$ cat src/rtl/frfs_pkg.sv
// ============================================================================
// frfs_pkg
// Shared types and constants for the flood relay filter and scheduler.
// ============================================================================
package frfs_pkg;

    localparam int FRFS_CACHE_DEPTH = 16;
    localparam int FRFS_ID_BITS     = 64;

    localparam int FRFS_PORT_ID_BITS = 64;
    localparam int FRFS_EVENT_BITS   = 32;
    localparam int FRFS_TYPE_BITS    = 8;
    localparam int FRFS_HOP_BITS     = 8;
    localparam int FRFS_DELAY_BITS   = 16;
    localparam int FRFS_AGE_BITS     = 20;
    localparam int FRFS_CNT_BITS     = 32;
    localparam int FRFS_ADDR_BITS    = 6;
    localparam int FRFS_DATA_BITS    = 64;

    localparam logic [FRFS_AGE_BITS-1:0] FRFS_AGE_MAX = '1;
    localparam logic [FRFS_AGE_BITS-1:0] FRFS_TTL_RESET = 20'd30000;

    // Verdict codes
    localparam logic [3:0] VERDICT_QUEUED  = 4'd0;
    localparam logic [3:0] VERDICT_OWN     = 4'd1;
    localparam logic [3:0] VERDICT_DUP     = 4'd2;
    localparam logic [3:0] VERDICT_HOPS    = 4'd3;
    localparam logic [3:0] VERDICT_TYPE    = 4'd4;
    localparam logic [3:0] VERDICT_PREP    = 4'd5;
    localparam logic [3:0] VERDICT_SEND    = 4'd6;
    localparam logic [3:0] VERDICT_EXPIRED = 4'd7;
    localparam logic [3:0] VERDICT_IDLE    = 4'd8;

    // Register indexes (byte address = 8 * index)
    localparam logic [2:0] REG_OWN_ID    = 3'd0;
    localparam logic [2:0] REG_TTL       = 3'd1;
    localparam logic [2:0] REG_TYPE_EVT  = 3'd2;
    localparam logic [2:0] REG_TYPE_ACK  = 3'd3;
    localparam logic [2:0] REG_TYPE_HB   = 3'd4;

    // Input command codes
    localparam logic CMD_FRAME = 1'b0;
    localparam logic CMD_TICK  = 1'b1;

    typedef enum logic [1:0] {
        ST_IDLE,
        ST_MATCH,
        ST_DECIDE
    } frfs_state_t;

endpackage

$ cat src/rtl/frfs_cell.sv
// ============================================================================
// frfs_cell
// One entry of the seen cache: holds an (origin, event, type) entry, matches
// it against the broadcast key and passes it on to the next cell on insert.
// ============================================================================
module frfs_cell #(
    parameter int ID_BITS = frfs_pkg::FRFS_ID_BITS
) (
    input  logic                                 clk,
    input  logic                                 rst_n,
    input  logic                                 shift_en,
    input  logic [ID_BITS-1:0]                   key_origin,
    input  logic [frfs_pkg::FRFS_EVENT_BITS-1:0] key_event,
    input  logic [frfs_pkg::FRFS_TYPE_BITS-1:0]  key_type,
    input  logic [ID_BITS-1:0]                   prev_origin,
    input  logic [frfs_pkg::FRFS_EVENT_BITS-1:0] prev_event,
    input  logic [frfs_pkg::FRFS_TYPE_BITS-1:0]  prev_type,
    input  logic                                 prev_used,
    output logic [ID_BITS-1:0]                   ent_origin,
    output logic [frfs_pkg::FRFS_EVENT_BITS-1:0] ent_event,
    output logic [frfs_pkg::FRFS_TYPE_BITS-1:0]  ent_type,
    output logic                                 ent_used,
    output logic                                 hit
);
    import frfs_pkg::*;

    logic [ID_BITS-1:0]         origin_reg;
    logic [FRFS_EVENT_BITS-1:0] event_reg;
    logic [FRFS_TYPE_BITS-1:0]  type_reg;
    logic                       used_reg;
    logic                       hit_reg;
    logic                       hit_next;

    assign hit_next = used_reg && (origin_reg == key_origin) &&
                      (event_reg == key_event) && (type_reg == key_type);

    always_ff @(posedge clk or negedge rst_n)
    begin
        if (!rst_n)
        begin
            used_reg <= 1'b0;
            hit_reg  <= 1'b0;
        end
        else
        begin
            hit_reg <= hit_next;
            if (shift_en)
            begin
                used_reg <= prev_used;
            end
        end
    end

    always_ff @(posedge clk)
    begin
        if (shift_en)
        begin
            origin_reg <= prev_origin;
            event_reg  <= prev_event;
            type_reg   <= prev_type;
        end
    end

    assign ent_origin = origin_reg;
    assign ent_event  = event_reg;
    assign ent_type   = type_reg;
    assign ent_used   = used_reg;
    assign hit        = hit_reg;

endmodule

$ cat src/rtl/flood_relay_filter_scheduler_unit.sv
// ============================================================================
// flood_relay_filter_scheduler_unit
// Flood relay filter with duplicate suppression and a single pending relay.
// ============================================================================
// Each input transaction (a received frame or a 1 ms tick) gives exactly one
// result transaction. An item goes through capture, compare against every
// cache cell in parallel (one registered match flag per cell), then decide
// and update, which waits while the output is stalled; the next item is
// taken once the unit is back in idle, so items never overlap. The seen
// cache is a chain of CACHE_DEPTH cells: a queued frame enters the first
// cell and every entry moves one cell along, the oldest falling off the
// end, which gives oldest-first replacement. Ids are compared on their low
// ID_BITS. The stat counter outputs always show the totals after the result
// currently presented.
module flood_relay_filter_scheduler_unit #(
    parameter int CACHE_DEPTH = frfs_pkg::FRFS_CACHE_DEPTH,
    parameter int ID_BITS     = frfs_pkg::FRFS_ID_BITS
) (
    input  logic                                     clk,
    input  logic                                     rst_n,
    // config port
    input  logic                                     psel,
    input  logic                                     penable,
    input  logic                                     pwrite,
    input  logic [frfs_pkg::FRFS_ADDR_BITS-1:0]      paddr,
    input  logic [frfs_pkg::FRFS_DATA_BITS-1:0]      pwdata,
    output logic [frfs_pkg::FRFS_DATA_BITS-1:0]      prdata,
    output logic                                     pready,
    // input channel
    input  logic                                     in_valid,
    output logic                                     in_stall,
    input  logic                                     cmd,
    input  logic [frfs_pkg::FRFS_PORT_ID_BITS-1:0]   hop_src_id,
    input  logic [frfs_pkg::FRFS_PORT_ID_BITS-1:0]   src_node_id,
    input  logic [frfs_pkg::FRFS_EVENT_BITS-1:0]     evt_num,
    input  logic [frfs_pkg::FRFS_TYPE_BITS-1:0]      kind_code,
    input  logic [frfs_pkg::FRFS_HOP_BITS-1:0]       hops_taken,
    input  logic [frfs_pkg::FRFS_HOP_BITS-1:0]       hop_limit,
    input  logic                                     prepare_ok,
    input  logic [frfs_pkg::FRFS_DELAY_BITS-1:0]     relay_delay_ms,
    // output channel
    output logic                                     out_valid,
    input  logic                                     out_stall,
    output logic [3:0]                               verdict,
    output logic                                     cancelled_pending,
    output logic [frfs_pkg::FRFS_PORT_ID_BITS-1:0]   pending_origin_out,
    output logic [frfs_pkg::FRFS_EVENT_BITS-1:0]     pending_event_out,
    output logic [frfs_pkg::FRFS_TYPE_BITS-1:0]      pending_type_out,
    output logic [frfs_pkg::FRFS_CNT_BITS-1:0]       received_total,
    output logic [frfs_pkg::FRFS_CNT_BITS-1:0]       relayed_total,
    output logic [frfs_pkg::FRFS_CNT_BITS-1:0]       dropped_total,
    output logic [frfs_pkg::FRFS_CNT_BITS-1:0]       duplicate_total,
    output logic [frfs_pkg::FRFS_CNT_BITS-1:0]       expired_total
);
    import frfs_pkg::*;

    // ------------------------------------------------------------------
    // Configuration registers
    // ------------------------------------------------------------------
    logic [FRFS_PORT_ID_BITS-1:0] own_id_reg;
    logic [FRFS_AGE_BITS-1:0]     ttl_reg;
    logic [FRFS_TYPE_BITS-1:0]    type_evt_reg;
    logic [FRFS_TYPE_BITS-1:0]    type_ack_reg;
    logic [FRFS_TYPE_BITS-1:0]    type_hb_reg;
    logic                         cfg_wr;
    logic [2:0]                   cfg_idx;

    assign pready  = 1'b1;
    assign cfg_idx = paddr[5:3];
    assign cfg_wr  = psel && penable && pwrite;

    always_ff @(posedge clk or negedge rst_n)
    begin
        if (!rst_n)
        begin
            own_id_reg   <= '0;
            ttl_reg      <= FRFS_TTL_RESET;
            type_evt_reg <= 8'd0;
            type_ack_reg <= 8'd1;
            type_hb_reg  <= 8'd2;
        end
        else if (cfg_wr)
        begin
            unique case (cfg_idx)
                REG_OWN_ID:   own_id_reg   <= pwdata;
                REG_TTL:      ttl_reg      <= pwdata[FRFS_AGE_BITS-1:0];
                REG_TYPE_EVT: type_evt_reg <= pwdata[FRFS_TYPE_BITS-1:0];
                REG_TYPE_ACK: type_ack_reg <= pwdata[FRFS_TYPE_BITS-1:0];
                REG_TYPE_HB:  type_hb_reg  <= pwdata[FRFS_TYPE_BITS-1:0];
                default:      ;
            endcase
        end
    end

    always_comb
    begin
        unique case (cfg_idx)
            REG_OWN_ID:   prdata = own_id_reg;
            REG_TTL:      prdata = FRFS_DATA_BITS'(ttl_reg);
            REG_TYPE_EVT: prdata = FRFS_DATA_BITS'(type_evt_reg);
            REG_TYPE_ACK: prdata = FRFS_DATA_BITS'(type_ack_reg);
            REG_TYPE_HB:  prdata = FRFS_DATA_BITS'(type_hb_reg);
            default:      prdata = '0;
        endcase
    end

    // ------------------------------------------------------------------
    // Control
    // ------------------------------------------------------------------
    frfs_state_t state_reg;
    frfs_state_t state_next;
    logic        in_accept;
    logic        out_free;
    logic        decide_go;
    logic        out_valid_reg;

    assign in_accept = in_valid && !in_stall;
    assign out_free  = !out_valid_reg || !out_stall;

    always_comb
    begin
        state_next = state_reg;
        unique case (state_reg)
            ST_IDLE:   if (in_valid) state_next = ST_MATCH;
            ST_MATCH:  state_next = ST_DECIDE;
            ST_DECIDE: if (out_free) state_next = ST_IDLE;
            default:   state_next = ST_IDLE;
        endcase
    end

    always_comb
    begin
        in_stall  = 1'b1;
        decide_go = 1'b0;
        unique case (state_reg)
            ST_IDLE:   in_stall  = 1'b0;
            ST_MATCH:  ;
            ST_DECIDE: decide_go = out_free;
            default:   ;
        endcase
    end

    always_ff @(posedge clk or negedge rst_n)
    begin
        if (!rst_n)
        begin
            state_reg <= ST_IDLE;
        end
        else
        begin
            state_reg <= state_next;
        end
    end

    // ------------------------------------------------------------------
    // Captured item
    // ------------------------------------------------------------------
    logic                       key_cmd_reg;
    logic [ID_BITS-1:0]         key_sender_reg;
    logic [ID_BITS-1:0]         key_origin_reg;
    logic [FRFS_EVENT_BITS-1:0] key_event_reg;
    logic [FRFS_TYPE_BITS-1:0]  key_type_reg;
    logic [FRFS_HOP_BITS-1:0]   key_hops_reg;
    logic [FRFS_HOP_BITS-1:0]   key_max_reg;
    logic                       key_prep_reg;
    logic [FRFS_DELAY_BITS-1:0] key_delay_reg;

    always_ff @(posedge clk)
    begin
        if (in_accept)
        begin
            key_cmd_reg    <= cmd;
            key_sender_reg <= hop_src_id[ID_BITS-1:0];
            key_origin_reg <= src_node_id[ID_BITS-1:0];
            key_event_reg  <= evt_num;
            key_type_reg   <= kind_code;
            key_hops_reg   <= hops_taken;
            key_max_reg    <= hop_limit;
            key_prep_reg   <= prepare_ok;
            key_delay_reg  <= relay_delay_ms;
        end
    end

    // ------------------------------------------------------------------
    // Seen cache: chain of cells
    // ------------------------------------------------------------------
    logic [ID_BITS-1:0]         chain_origin [CACHE_DEPTH];
    logic [FRFS_EVENT_BITS-1:0] chain_event  [CACHE_DEPTH];
    logic [FRFS_TYPE_BITS-1:0]  chain_type   [CACHE_DEPTH];
    logic                       chain_used   [CACHE_DEPTH];
    logic [CACHE_DEPTH-1:0]     hit_vec;
    logic                       shift_en;

    genvar gi;
    generate
        for (gi = 0; gi < CACHE_DEPTH; gi++)
        begin : g_cell
            if (gi == 0)
            begin : g_head
                frfs_cell #(
                    .ID_BITS (ID_BITS)
                ) u_cell (
                    .clk         (clk),
                    .rst_n       (rst_n),
                    .shift_en    (shift_en),
                    .key_origin  (key_origin_reg),
                    .key_event   (key_event_reg),
                    .key_type    (key_type_reg),
                    .prev_origin (key_origin_reg),
                    .prev_event  (key_event_reg),
                    .prev_type   (key_type_reg),
                    .prev_used   (1'b1),
                    .ent_origin  (chain_origin[gi]),
                    .ent_event   (chain_event[gi]),
                    .ent_type    (chain_type[gi]),
                    .ent_used    (chain_used[gi]),
                    .hit         (hit_vec[gi])
                );
            end
            else
            begin : g_body
                frfs_cell #(
                    .ID_BITS (ID_BITS)
                ) u_cell (
                    .clk         (clk),
                    .rst_n       (rst_n),
                    .shift_en    (shift_en),
                    .key_origin  (key_origin_reg),
                    .key_event   (key_event_reg),
                    .key_type    (key_type_reg),
                    .prev_origin (chain_origin[gi-1]),
                    .prev_event  (chain_event[gi-1]),
                    .prev_type   (chain_type[gi-1]),
                    .prev_used   (chain_used[gi-1]),
                    .ent_origin  (chain_origin[gi]),
                    .ent_event   (chain_event[gi]),
                    .ent_type    (chain_type[gi]),
                    .ent_used    (chain_used[gi]),
                    .hit         (hit_vec[gi])
                );
            end
        end
    endgenerate

    // ------------------------------------------------------------------
    // Pending relay and decision
    // ------------------------------------------------------------------
    logic                       pend_valid_reg;
    logic [ID_BITS-1:0]         pend_origin_reg;
    logic [FRFS_EVENT_BITS-1:0] pend_event_reg;
    logic [FRFS_TYPE_BITS-1:0]  pend_type_reg;
    logic [FRFS_DELAY_BITS-1:0] pend_delay_reg;
    logic [FRFS_AGE_BITS-1:0]   pend_age_reg;
    logic [FRFS_AGE_BITS-1:0]   age_inc;

    logic is_frame;
    logic cache_hit;
    logic own_echo;
    logic hops_over;
    logic type_ok;
    logic pend_match;
    logic tick_expire;
    logic tick_send;
    logic frame_queued;
    logic frame_cancel;
    logic [3:0] verdict_next;

    assign is_frame  = (key_cmd_reg == CMD_FRAME);
    assign cache_hit = |hit_vec;
    assign own_echo  = (key_sender_reg == own_id_reg[ID_BITS-1:0]);
    assign hops_over = (key_hops_reg >= key_max_reg);
    assign type_ok   = (key_type_reg == type_evt_reg) || (key_type_reg == type_ack_reg) ||
                       (key_type_reg == type_hb_reg);
    assign pend_match = pend_valid_reg && (pend_origin_reg == key_origin_reg) &&
                        (pend_event_reg == key_event_reg) && (pend_type_reg == key_type_reg);

    assign age_inc = (pend_age_reg == FRFS_AGE_MAX) ? pend_age_reg : pend_age_reg + 1'b1;
    assign tick_expire = pend_valid_reg && (age_inc > ttl_reg);
    assign tick_send   = pend_valid_reg && !tick_expire &&
                         (age_inc >= FRFS_AGE_BITS'(pend_delay_reg));

    always_comb
    begin
        frame_queued = 1'b0;
        frame_cancel = 1'b0;
        priority if (!is_frame)
        begin
            if (tick_expire)
                verdict_next = VERDICT_EXPIRED;
            else if (tick_send)
                verdict_next = VERDICT_SEND;
            else
                verdict_next = VERDICT_IDLE;
        end
        else if (own_echo)
        begin
            verdict_next = VERDICT_OWN;
        end
        else if (cache_hit)
        begin
            verdict_next = VERDICT_DUP;
            frame_cancel = pend_match;
        end
        else if (hops_over)
        begin
            verdict_next = VERDICT_HOPS;
        end
        else if (!type_ok)
        begin
            verdict_next = VERDICT_TYPE;
        end
        else if (!key_prep_reg)
        begin
            verdict_next = VERDICT_PREP;
        end
        else
        begin
            verdict_next = VERDICT_QUEUED;
            frame_queued = 1'b1;
        end
    end

    assign shift_en = decide_go && frame_queued;

    always_ff @(posedge clk or negedge rst_n)
    begin
        if (!rst_n)
        begin
            pend_valid_reg <= 1'b0;
        end
        else if (decide_go)
        begin
            if (frame_queued)
                pend_valid_reg <= 1'b1;
            else if (frame_cancel || (!is_frame && (tick_expire || tick_send)))
                pend_valid_reg <= 1'b0;
        end
    end

    always_ff @(posedge clk)
    begin
        if (shift_en)
        begin
            pend_origin_reg <= key_origin_reg;
            pend_event_reg  <= key_event_reg;
            pend_type_reg   <= key_type_reg;
            pend_delay_reg  <= key_delay_reg;
            pend_age_reg    <= '0;
        end
        else if (decide_go && !is_frame && pend_valid_reg)
        begin
            pend_age_reg <= age_inc;
        end
    end

    // ------------------------------------------------------------------
    // Counters; they move only when a result is loaded, so they always
    // match the result on show.
    // ------------------------------------------------------------------
    logic [FRFS_CNT_BITS-1:0] cnt_rx_reg;
    logic [FRFS_CNT_BITS-1:0] cnt_relayed_reg;
    logic [FRFS_CNT_BITS-1:0] cnt_dropped_reg;
    logic [FRFS_CNT_BITS-1:0] cnt_dup_reg;
    logic [FRFS_CNT_BITS-1:0] cnt_expired_reg;
    logic                     tick_item;

    assign tick_item = !is_frame;

    always_ff @(posedge clk or negedge rst_n)
    begin
        if (!rst_n)
        begin
            cnt_rx_reg      <= '0;
            cnt_relayed_reg <= '0;
            cnt_dropped_reg <= '0;
            cnt_dup_reg     <= '0;
            cnt_expired_reg <= '0;
        end
        else if (decide_go)
        begin
            if (is_frame)
                cnt_rx_reg <= cnt_rx_reg + 1'b1;
            if ((is_frame && !frame_queued) || (tick_item && tick_expire))
                cnt_dropped_reg <= cnt_dropped_reg + 1'b1;
            if (is_frame && !own_echo && cache_hit)
                cnt_dup_reg <= cnt_dup_reg + 1'b1;
            if (tick_item && tick_send)
                cnt_relayed_reg <= cnt_relayed_reg + 1'b1;
            if (tick_item && tick_expire)
                cnt_expired_reg <= cnt_expired_reg + 1'b1;
        end
    end

    // ------------------------------------------------------------------
    // Output register
    // ------------------------------------------------------------------
    logic [3:0]                   verdict_reg;
    logic                         cancel_reg;
    logic [FRFS_PORT_ID_BITS-1:0] out_origin_reg;
    logic [FRFS_EVENT_BITS-1:0]   out_event_reg;
    logic [FRFS_TYPE_BITS-1:0]    out_type_reg;
    logic                         show_pend;

    assign show_pend = tick_item && (tick_expire || tick_send);

    always_ff @(posedge clk or negedge rst_n)
    begin
        if (!rst_n)
        begin
            out_valid_reg <= 1'b0;
        end
        else if (decide_go)
        begin
            out_valid_reg <= 1'b1;
        end
        else if (!out_stall)
        begin
            out_valid_reg <= 1'b0;
        end
    end

    always_ff @(posedge clk)
    begin
        if (decide_go)
        begin
            verdict_reg    <= verdict_next;
            cancel_reg     <= frame_cancel;
            out_origin_reg <= show_pend ? FRFS_PORT_ID_BITS'(pend_origin_reg) : '0;
            out_event_reg  <= show_pend ? pend_event_reg : '0;
            out_type_reg   <= show_pend ? pend_type_reg : '0;
        end
    end

    assign out_valid          = out_valid_reg;
    assign verdict            = verdict_reg;
    assign cancelled_pending  = cancel_reg;
    assign pending_origin_out = out_origin_reg;
    assign pending_event_out  = out_event_reg;
    assign pending_type_out   = out_type_reg;
    assign received_total     = cnt_rx_reg;
    assign relayed_total      = cnt_relayed_reg;
    assign dropped_total      = cnt_dropped_reg;
    assign duplicate_total    = cnt_dup_reg;
    assign expired_total      = cnt_expired_reg;

endmodule

$ cat config.mk
export PLATFORM = sky130hd
export DESIGN_NAME = flood_relay_filter_scheduler_unit
export DESIGN_NICKNAME = d
export VERILOG_FILES = /design/src/rtl/frfs_pkg.sv /design/src/rtl/frfs_cell.sv /design/src/rtl/flood_relay_filter_scheduler_unit.sv
export SDC_FILE = /design/constraint.sdc
export NUM_CORES = 2
export LEC_CHECK = 0
export BUFFER_PORTS_ARGS = -buffer_cell sky130_fd_sc_hd__buf_2
export CAP_MARGIN = 30
export CORE_ASPECT_RATIO = 1.5
export CORE_MARGIN = 1.5
export CORE_UTILIZATION = 55
export CTS_BUF_LIST = sky130_fd_sc_hd__clkbuf_4 sky130_fd_sc_hd__clkbuf_8
export DETAILED_ROUTE_END_ITERATION = 6
export PLACE_DENSITY = 0.76
export RECOVER_POWER = 100
export SLEW_MARGIN = 25
export SYNTH_ARGS = -nofsm -noshare
export SYNTH_HDL_FRONTEND = slang
export SYNTH_SLANG_ARGS = --single-unit
$ cat constraint.sdc
create_clock -name clk -period 24.7 [get_ports clk]
set_clock_uncertainty 0.05 [all_clocks]
set_input_delay 0 -clock clk [delete_from_list [all_inputs] [get_ports clk]]
set_output_delay 0 -clock clk [all_outputs]
set_load 0.03 [all_outputs]
==> results.rst, run 1 <==
.. list-table::
   :header-rows: 1

   * - Metric
     - Value
   * - Run status
     - stopped before the end
   * - Last stage reached
     - 5_1_grt
   * - Log Error
     - [ERROR GRT-0116] Global routing finished with congestion. Check the congestion regions in the DRC Viewer.
   * - Root Driver
     - sky130_fd_sc_hd__clkbuf_8
   * - Fraction of synthesis flops using an asynchronous set or reset pin
     - 13.1%
   * - Top cells by count, synth
     - sky130_fd_sc_hd__edfxtp_1 (1,991), sky130_fd_sc_hd__xor2_1 (699), sky130_fd_sc_hd__xnor2_1 (600), sky130_fd_sc_hd__inv_1 (302), sky130_fd_sc_hd__dfrtp_1 (295)
   * - GRT Total Usage
     - 64.1%
   * - Mapped Avg Cell Area
     - 15.2 sq um
   * - Site Rows
     - about 190
   * - HPWL Detailed
     - 357 mm
   * - Die Span X
     - 344 um
   * - GRT overflow
     - 109
   * - Die Y-Extent
     - 515 um
   * - Largest area contributor in the netlist
     - sky130_fd_sc_hd__edfxtp_1
   * - Register area share after synthesis
     - roughly 70%
   * - Top post-synthesis cells by area
     - sky130_fd_sc_hd__edfxtp_1 (62%), sky130_fd_sc_hd__dfrtp_1 (7.7%), sky130_fd_sc_hd__xor2_1 (6.4%)
   * - Initial Util
     - between 50% and 60%
   * - Count of buffers from port buffering
     - 610
   * - Maximum number of pins on one net before global-route repair
     - 188
   * - Seq cells post-synth
     - about 2,300
   * - Total nets after synthesis
     - 6,640
   * - Sink count of the clock tree
     - roughly 2,300
   * - I/O pin count
     - 615
   * - Vias in the first global route
     - 79,812
   * - Distinct cells, synth
     - 75
   * - Top-area cell type share of the netlist area
     - between 60% and 70%
   * - Primary FF master, synth
     - sky130_fd_sc_hd__edfxtp_1
   * - Gp weighted congestion
     - approximately 1.1
   * - Post-synth EDFFs
     - 1,991
   * - Post-synth design cell area
     - 96,000 sq um
   * - Instance area after placement
     - between 100,000 and 150,000 sq um
   * - Clock Path Buffers
     - 4
   * - Inserted Clock Buffers
     - 351
   * - Wire length of the first global-routing pass
     - 750 mm
   * - Count of mapped cells out of synthesis
     - 6,311
   * - Library cell with the highest instance count after synthesis
     - sky130_fd_sc_hd__edfxtp_1
   * - Number of warnings printed during yosys synthesis
     - 0
   * - Deepest level of the CTS H-tree
     - 5
## cell families after synthesis
group / after synthesis / synth area share (%)
multiplexers: 121 / 1.42
buffers and inverters: 602 / 2.45
flip-flops: 2315 / 70.6
adder cells (fa/ha/maj): 50 / 0.652
AO/OA/AOI/OAI: 750 / 5.95
AND/OR/NAND/NOR: 1173 / 7.05
XOR/XNOR: 1299 / 11.9
other: 1 / 0.00391
## per-stage QoR
step / utilization (%) / instances / setup slack, ns
2_1_floorplan: - / 6311 / 0.459
3_5_place_dp: 59.5 / 9177 / 15.76
4_1_cts: 66.9 / 10383 / 15.80
3_3_place_gp: 59.3 / 9158 / 15.93
## repair_timing
| action | 4_1_cts |
|---|---|
| endpoints found under the setup margin | 0 |
| hold endpoints to repair | 604 |
| hold buffers | 571 |
| buffers inserted | 0 |
| gates resized for setup | 0 |
## metal layers
metal	track usage (%)	overflow
met4	66.6	49
met3	38.8	0
met1	64.8	0
met2	86.6	60
met5	9.03	0
==> run 2, diff against run 1 <==
--- a/config.mk
+++ b/config.mk
@@ -7,12 +7,10 @@
 export LEC_CHECK = 0
 export BUFFER_PORTS_ARGS = -buffer_cell sky130_fd_sc_hd__buf_2
 export CAP_MARGIN = 30
-export CORE_ASPECT_RATIO = 1.5
 export CORE_MARGIN = 1.5
-export CORE_UTILIZATION = 55
-export CTS_BUF_LIST = sky130_fd_sc_hd__clkbuf_4 sky130_fd_sc_hd__clkbuf_8
+export CORE_UTILIZATION = 40
 export DETAILED_ROUTE_END_ITERATION = 6
-export PLACE_DENSITY = 0.76
+export PLACE_DENSITY_LB_ADDON = 0.15
 export RECOVER_POWER = 100
 export SLEW_MARGIN = 25
 export SYNTH_ARGS = -nofsm -noshare
==> constraint.sdc (replaced) <==
create_clock -name clk -period 32.1 [get_ports clk]
set_clock_uncertainty 0.05 [all_clocks]
set_input_delay 0 -clock clk [delete_from_list [all_inputs] [get_ports clk]]
set_output_delay 0 -clock clk [all_outputs]
set_load 0.03 [all_outputs]
==> results.rst, run 2 <==
.. list-table::
   :header-rows: 1

   * - Metric
     - Value
   * - Post-synthesis share of cell area spent on xor and xnor gates
     - 11.9% (unchanged)
   * - Fraction of synthesis flops using an asynchronous set or reset pin
     - 13.1% (unchanged)
   * - Final net count
     - between 8,000 and 9,000
   * - Reg area
     - 67,800 sq um
   * - First drt pass iteration count
     - 7
   * - Final clock period utilization by the worst path
     - approximately three fifths
   * - Area occupied by multi-input gates
     - 25,800 sq um
   * - Max-slew headroom at the worst pin
     - -532%
   * - Top-area cell type share of the netlist area
     - 62.3% (unchanged)
   * - Initial antenna violation count
     - 60
   * - Fraction of final layout cells with drive strength greater than 1
     - 12.3%
   * - Mapped Avg Cell Area
     - 15.2 sq um (unchanged)
   * - Sequential cell fraction of total power
     - 44.4%
   * - Total nets after synthesis
     - 6,640 (unchanged)
   * - Primary FF master, synth
     - sky130_fd_sc_hd__edfxtp_1 (unchanged)
   * - Seq cells post-synth
     - 2,315 (unchanged)
   * - Clock-pin slew on the worst setup and hold paths
     - about 0.060 ns
   * - Final core area utilization
     - 49.4%
   * - Number of standard cells in the final layout excluding fillers
     - 11,193
   * - Final Critical Period
     - 19.34 ns
   * - Count of buffers from port buffering
     - 610 (unchanged)
   * - Beginning of the worst register-to-register path
     - key_type_reg[7]
   * - Crit start category
     - flop
   * - Most common cell after layout, fill and taps aside
     - sky130_fd_sc_hd__edfxtp_1
   * - Root Driver
     - sky130_fd_sc_hd__clkbuf_16 (was sky130_fd_sc_hd__clkbuf_8)
   * - Hold wc startpoint
     - pwdata[5]
   * - Clock tree from TritonCTS
     - yes
   * - GRT Total Usage
     - 41.0%
   * - Final Routed Wirelength
     - 507 mm
   * - Largest area contributor in the netlist
     - sky130_fd_sc_hd__edfxtp_1 (unchanged)
   * - Register area share after synthesis
     - 70.6% (unchanged)
   * - Core outline area
     - about 240,000 sq um
   * - Setup TNS
     - 0 ns
   * - Floorplan die area
     - 243,000 sq um
   * - Count of cells resized by post-cts repair
     - 0 (unchanged)
   * - Run status
     - finished with violations (was stopped before the end)
   * - Avg WL per Cell
     - between 40 and 50 um
   * - Inserted Clock Buffers
     - 279 (was 351)
   * - Main combinational cell family by area after synthesis
     - XOR/XNOR gates (unchanged)
   * - Number of remaining DRC errors
     - 1
   * - Top cells by count, synth
     - sky130_fd_sc_hd__edfxtp_1 (1,991), sky130_fd_sc_hd__xor2_1 (699), sky130_fd_sc_hd__xnor2_1 (600), sky130_fd_sc_hd__inv_1 (302), sky130_fd_sc_hd__dfrtp_1 (295) (unchanged)
   * - Top post-synthesis cells by area
     - sky130_fd_sc_hd__edfxtp_1 (62%), sky130_fd_sc_hd__dfrtp_1 (7.7%), sky130_fd_sc_hd__xor2_1 (6.4%) (unchanged)
   * - Clk pwr share
     - 39.8%
   * - Site Rows
     - 179 (was 187)
   * - Gp weighted congestion
     - 1.04 (was 1.14)
   * - Delay contributed by the slowest stage of the critical path
     - 5.76 ns
   * - Unrepaired setup endpoints after global routing
     - false
   * - Start point of the critical path
     - key_type_reg[7]
   * - Hold Vio Cnt, Final
     - 0
   * - Vias after detailed routing
     - 67,293
   * - Critical-path cell list
     - clkbuf_1, xnor2_1, nand4_1, o22ai_1, o21ai_0, nor4b_1, and2_0, clkbuf_1, clkbuf_1, buf_4, buf_4, buf_4, buf_16, buf_4
   * - Maximum fanout along the worst path
     - roughly 130
   * - Category of the worst setup path capture point
     - flop
   * - Int Power
     - 5.48 mW
   * - Die Span X
     - 493 um (was 344 um)
   * - Number of warnings printed during yosys synthesis
     - 0 (unchanged)
   * - Vias in the first global route
     - 65,291
   * - Reported max-cap violation count
     - 105
   * - Ratio of routed vias to standard cells
     - 6.01
   * - Initial Util
     - 40.3% (was 55.4%)
   * - Largest vdd supply drop
     - around 56 uV
   * - Leakage power figure
     - 40.9 nW
   * - Inst Count DP
     - 10,096 (was 9,177)
   * - Library cell with the highest instance count after synthesis
     - sky130_fd_sc_hd__edfxtp_1 (unchanged)
   * - Post-synth EDFFs
     - 1,991 (unchanged)
   * - Post-synthesis compound-gate area fraction
     - 5.95% (unchanged)
   * - Number of inserted filler cells in the final layout
     - 20,794
   * - Number of nets with antenna violations after detailed routing
     - 0
   * - Final-report setup violation count
     - 0
   * - Post-synthesis mux area share
     - 1.42% (unchanged)
   * - Required arrival time at the worst endpoint
     - 32.60 ns
   * - Later-pin clock latency in the skew report
     - 0.96 ns
   * - Clock Path Buffers
     - 4 (unchanged)
   * - Critical path type
     - flop to flop
   * - Deepest level of the CTS H-tree
     - 5 (unchanged)
   * - Comb power frac
     - 15.8%
   * - Post-synth design cell area
     - 96,000 sq um (unchanged)
   * - Area fraction in and, or, nand and nor cells after synthesis
     - 7.05% (unchanged)
   * - Slowest cell on crit path
     - sky130_fd_sc_hd__clkbuf_1
   * - Total power divided by cell area
     - approximately 66 nW/um^2
   * - Pins Over Slew Limit
     - ~2,700
   * - Most frequent cells in the layout
     - sky130_fd_sc_hd__edfxtp_1 (1,991), sky130_fd_sc_hd__xor2_1 (699), sky130_fd_sc_hd__xnor2_1 (600), sky130_fd_sc_hd__dlygate4sd3_1 (566), sky130_fd_sc_hd__clkbuf_1 (535)
   * - I/O pin count
     - 615 (unchanged)
   * - Min-Delay Path Class
     - primary input to flop
   * - Distinct cells, synth
     - 75 (unchanged)
   * - HPWL Detailed
     - 382 mm (was 357 mm)
   * - DRC violation total after the first TritonRoute iteration
     - 10,002
   * - Count of mapped cells out of synthesis
     - 6,311 (unchanged)
   * - Max reg flops
     - 960
   * - Adder-Cell Fraction of Synth Area
     - 0.652% (unchanged)
   * - Highest achievable clock rate
     - 51.7 MHz
   * - CP arrival
     - 19.84 ns
   * - Net load switching power
     - 2.27 mW
   * - Sink count of the clock tree
     - 2,315 (unchanged)
   * - Wire length of the first global-routing pass
     - 647 mm
   * - Area added between synthesis and finish
     - 22.6%
   * - Sw frac
     - approximately 30%
   * - GRT overflow
     - 0
   * - Actual transition at the worst max-transition pin
     - around 9.5 ns
   * - Maximum number of pins on one net before global-route repair
     - 165
   * - Cell occurring most often along the worst timing path
     - sky130_fd_sc_hd__buf_4
   * - Failing checks
     - design-rule violations, max-capacitance violations, max-slew violations
   * - Final hold slack
     - around 0.063 ns
   * - Die Y-Extent
     - 493 um (was 515 um)
run 2: cell counts after synthesis:
Identical to the previous run, type by type.
run 2: worst max-delay path, delay by kind of cell (launching register included):
family / cells / cell delay, ns
buffers and inverters: 8 / 13.93
and+or+nand+nor: 3 / 3.28
AOI/OAI and AO/OA: 2 / 0.63
DFF: 1 / 0.32
xor gates and xnor gates: 1 / 0.25
run 2: power groups by stage:
stage	clock, mW	combinational (mW)	sequential [mW]
2_1_floorplan	0	0.457	3.55
3_3_place_gp	0	1.13	3.50
3_5_place_dp	0	1.14	3.50
4_1_cts	3.09	1.20	3.44
5_1_grt	3.19	1.22	3.46
6_report	3.08	1.22	3.45
run 2: cell families after synthesis:
logic type | Yosys count
AOI/OAI and AO/OA | 750
xor gates and xnor gates | 1299
adders and majority gates | 50
buffers and inverters | 602
DFF | 2315
muxes | 121
other | 1
and+or+nand+nor | 1173
run 2: metal layers:
metal / vias to the layer above / global-route usage (%) / wire length (um)
met2: 4258 / 64.5 / 230000
li1: 26900 / - / -
met5: - / 0 / 117
met1: 34746 / 49.1 / 183000
met3: 1373 / 8.02 / 42100
met4: 16 / 33.7 / 52200
run 2: area by class of cell:
| cell class | count | share of cell area [%] |
|---|---|---|
| diodes | 36 | 0.0765 |
| clock buffers | 374 | 6.44 |
| clock inverters | 107 | 0.854 |
| inverters | 328 | 1.05 |
| multi-input cells | 3394 | 21.9 |
| flip-flops and latches | 2315 | 57.6 |
| well taps | 3167 | 3.37 |
| repair buffers | 1472 | 8.65 |
run 2: timing repair:
item | CTS | global route
buffers inserted | 0 | 0
endpoints found under the hold margin | 620 | 0
hold buffers | 567 | 0
run 2: worst paths after layout:
check | to | slack (ns) | cells past startpoint
setup / recovery | g_cell[9].g_body.u_cell.ent_event[3] | 12.76 | 14
hold / removal | own_id_reg[5] | 0.06 | 3
setup reg to reg | g_cell[9].g_body.u_cell.ent_event[3] | 12.76 | 14
hold reg to reg | pend_delay_reg[6] | 0.37 | 0
max in group asynchronous | ttl_reg[18] | 21.37 | 6
min in group asynchronous | duplicate_total[26] | 2.89 | 4
run 2: per-stage QoR:
stage	setup slack [ns]	cell area, sq um	power, mW
3_3_place_gp	23.02	104000	4.63
5_1_grt	11.96	118000	7.87
2_1_floorplan	7.86	96000	4.01
6_report	12.76	118000	7.75
3_5_place_dp	23.11	104000	4.63
4_1_cts	23.08	119000	7.73
No activity file was read; power rests on OpenSTA's default activity.
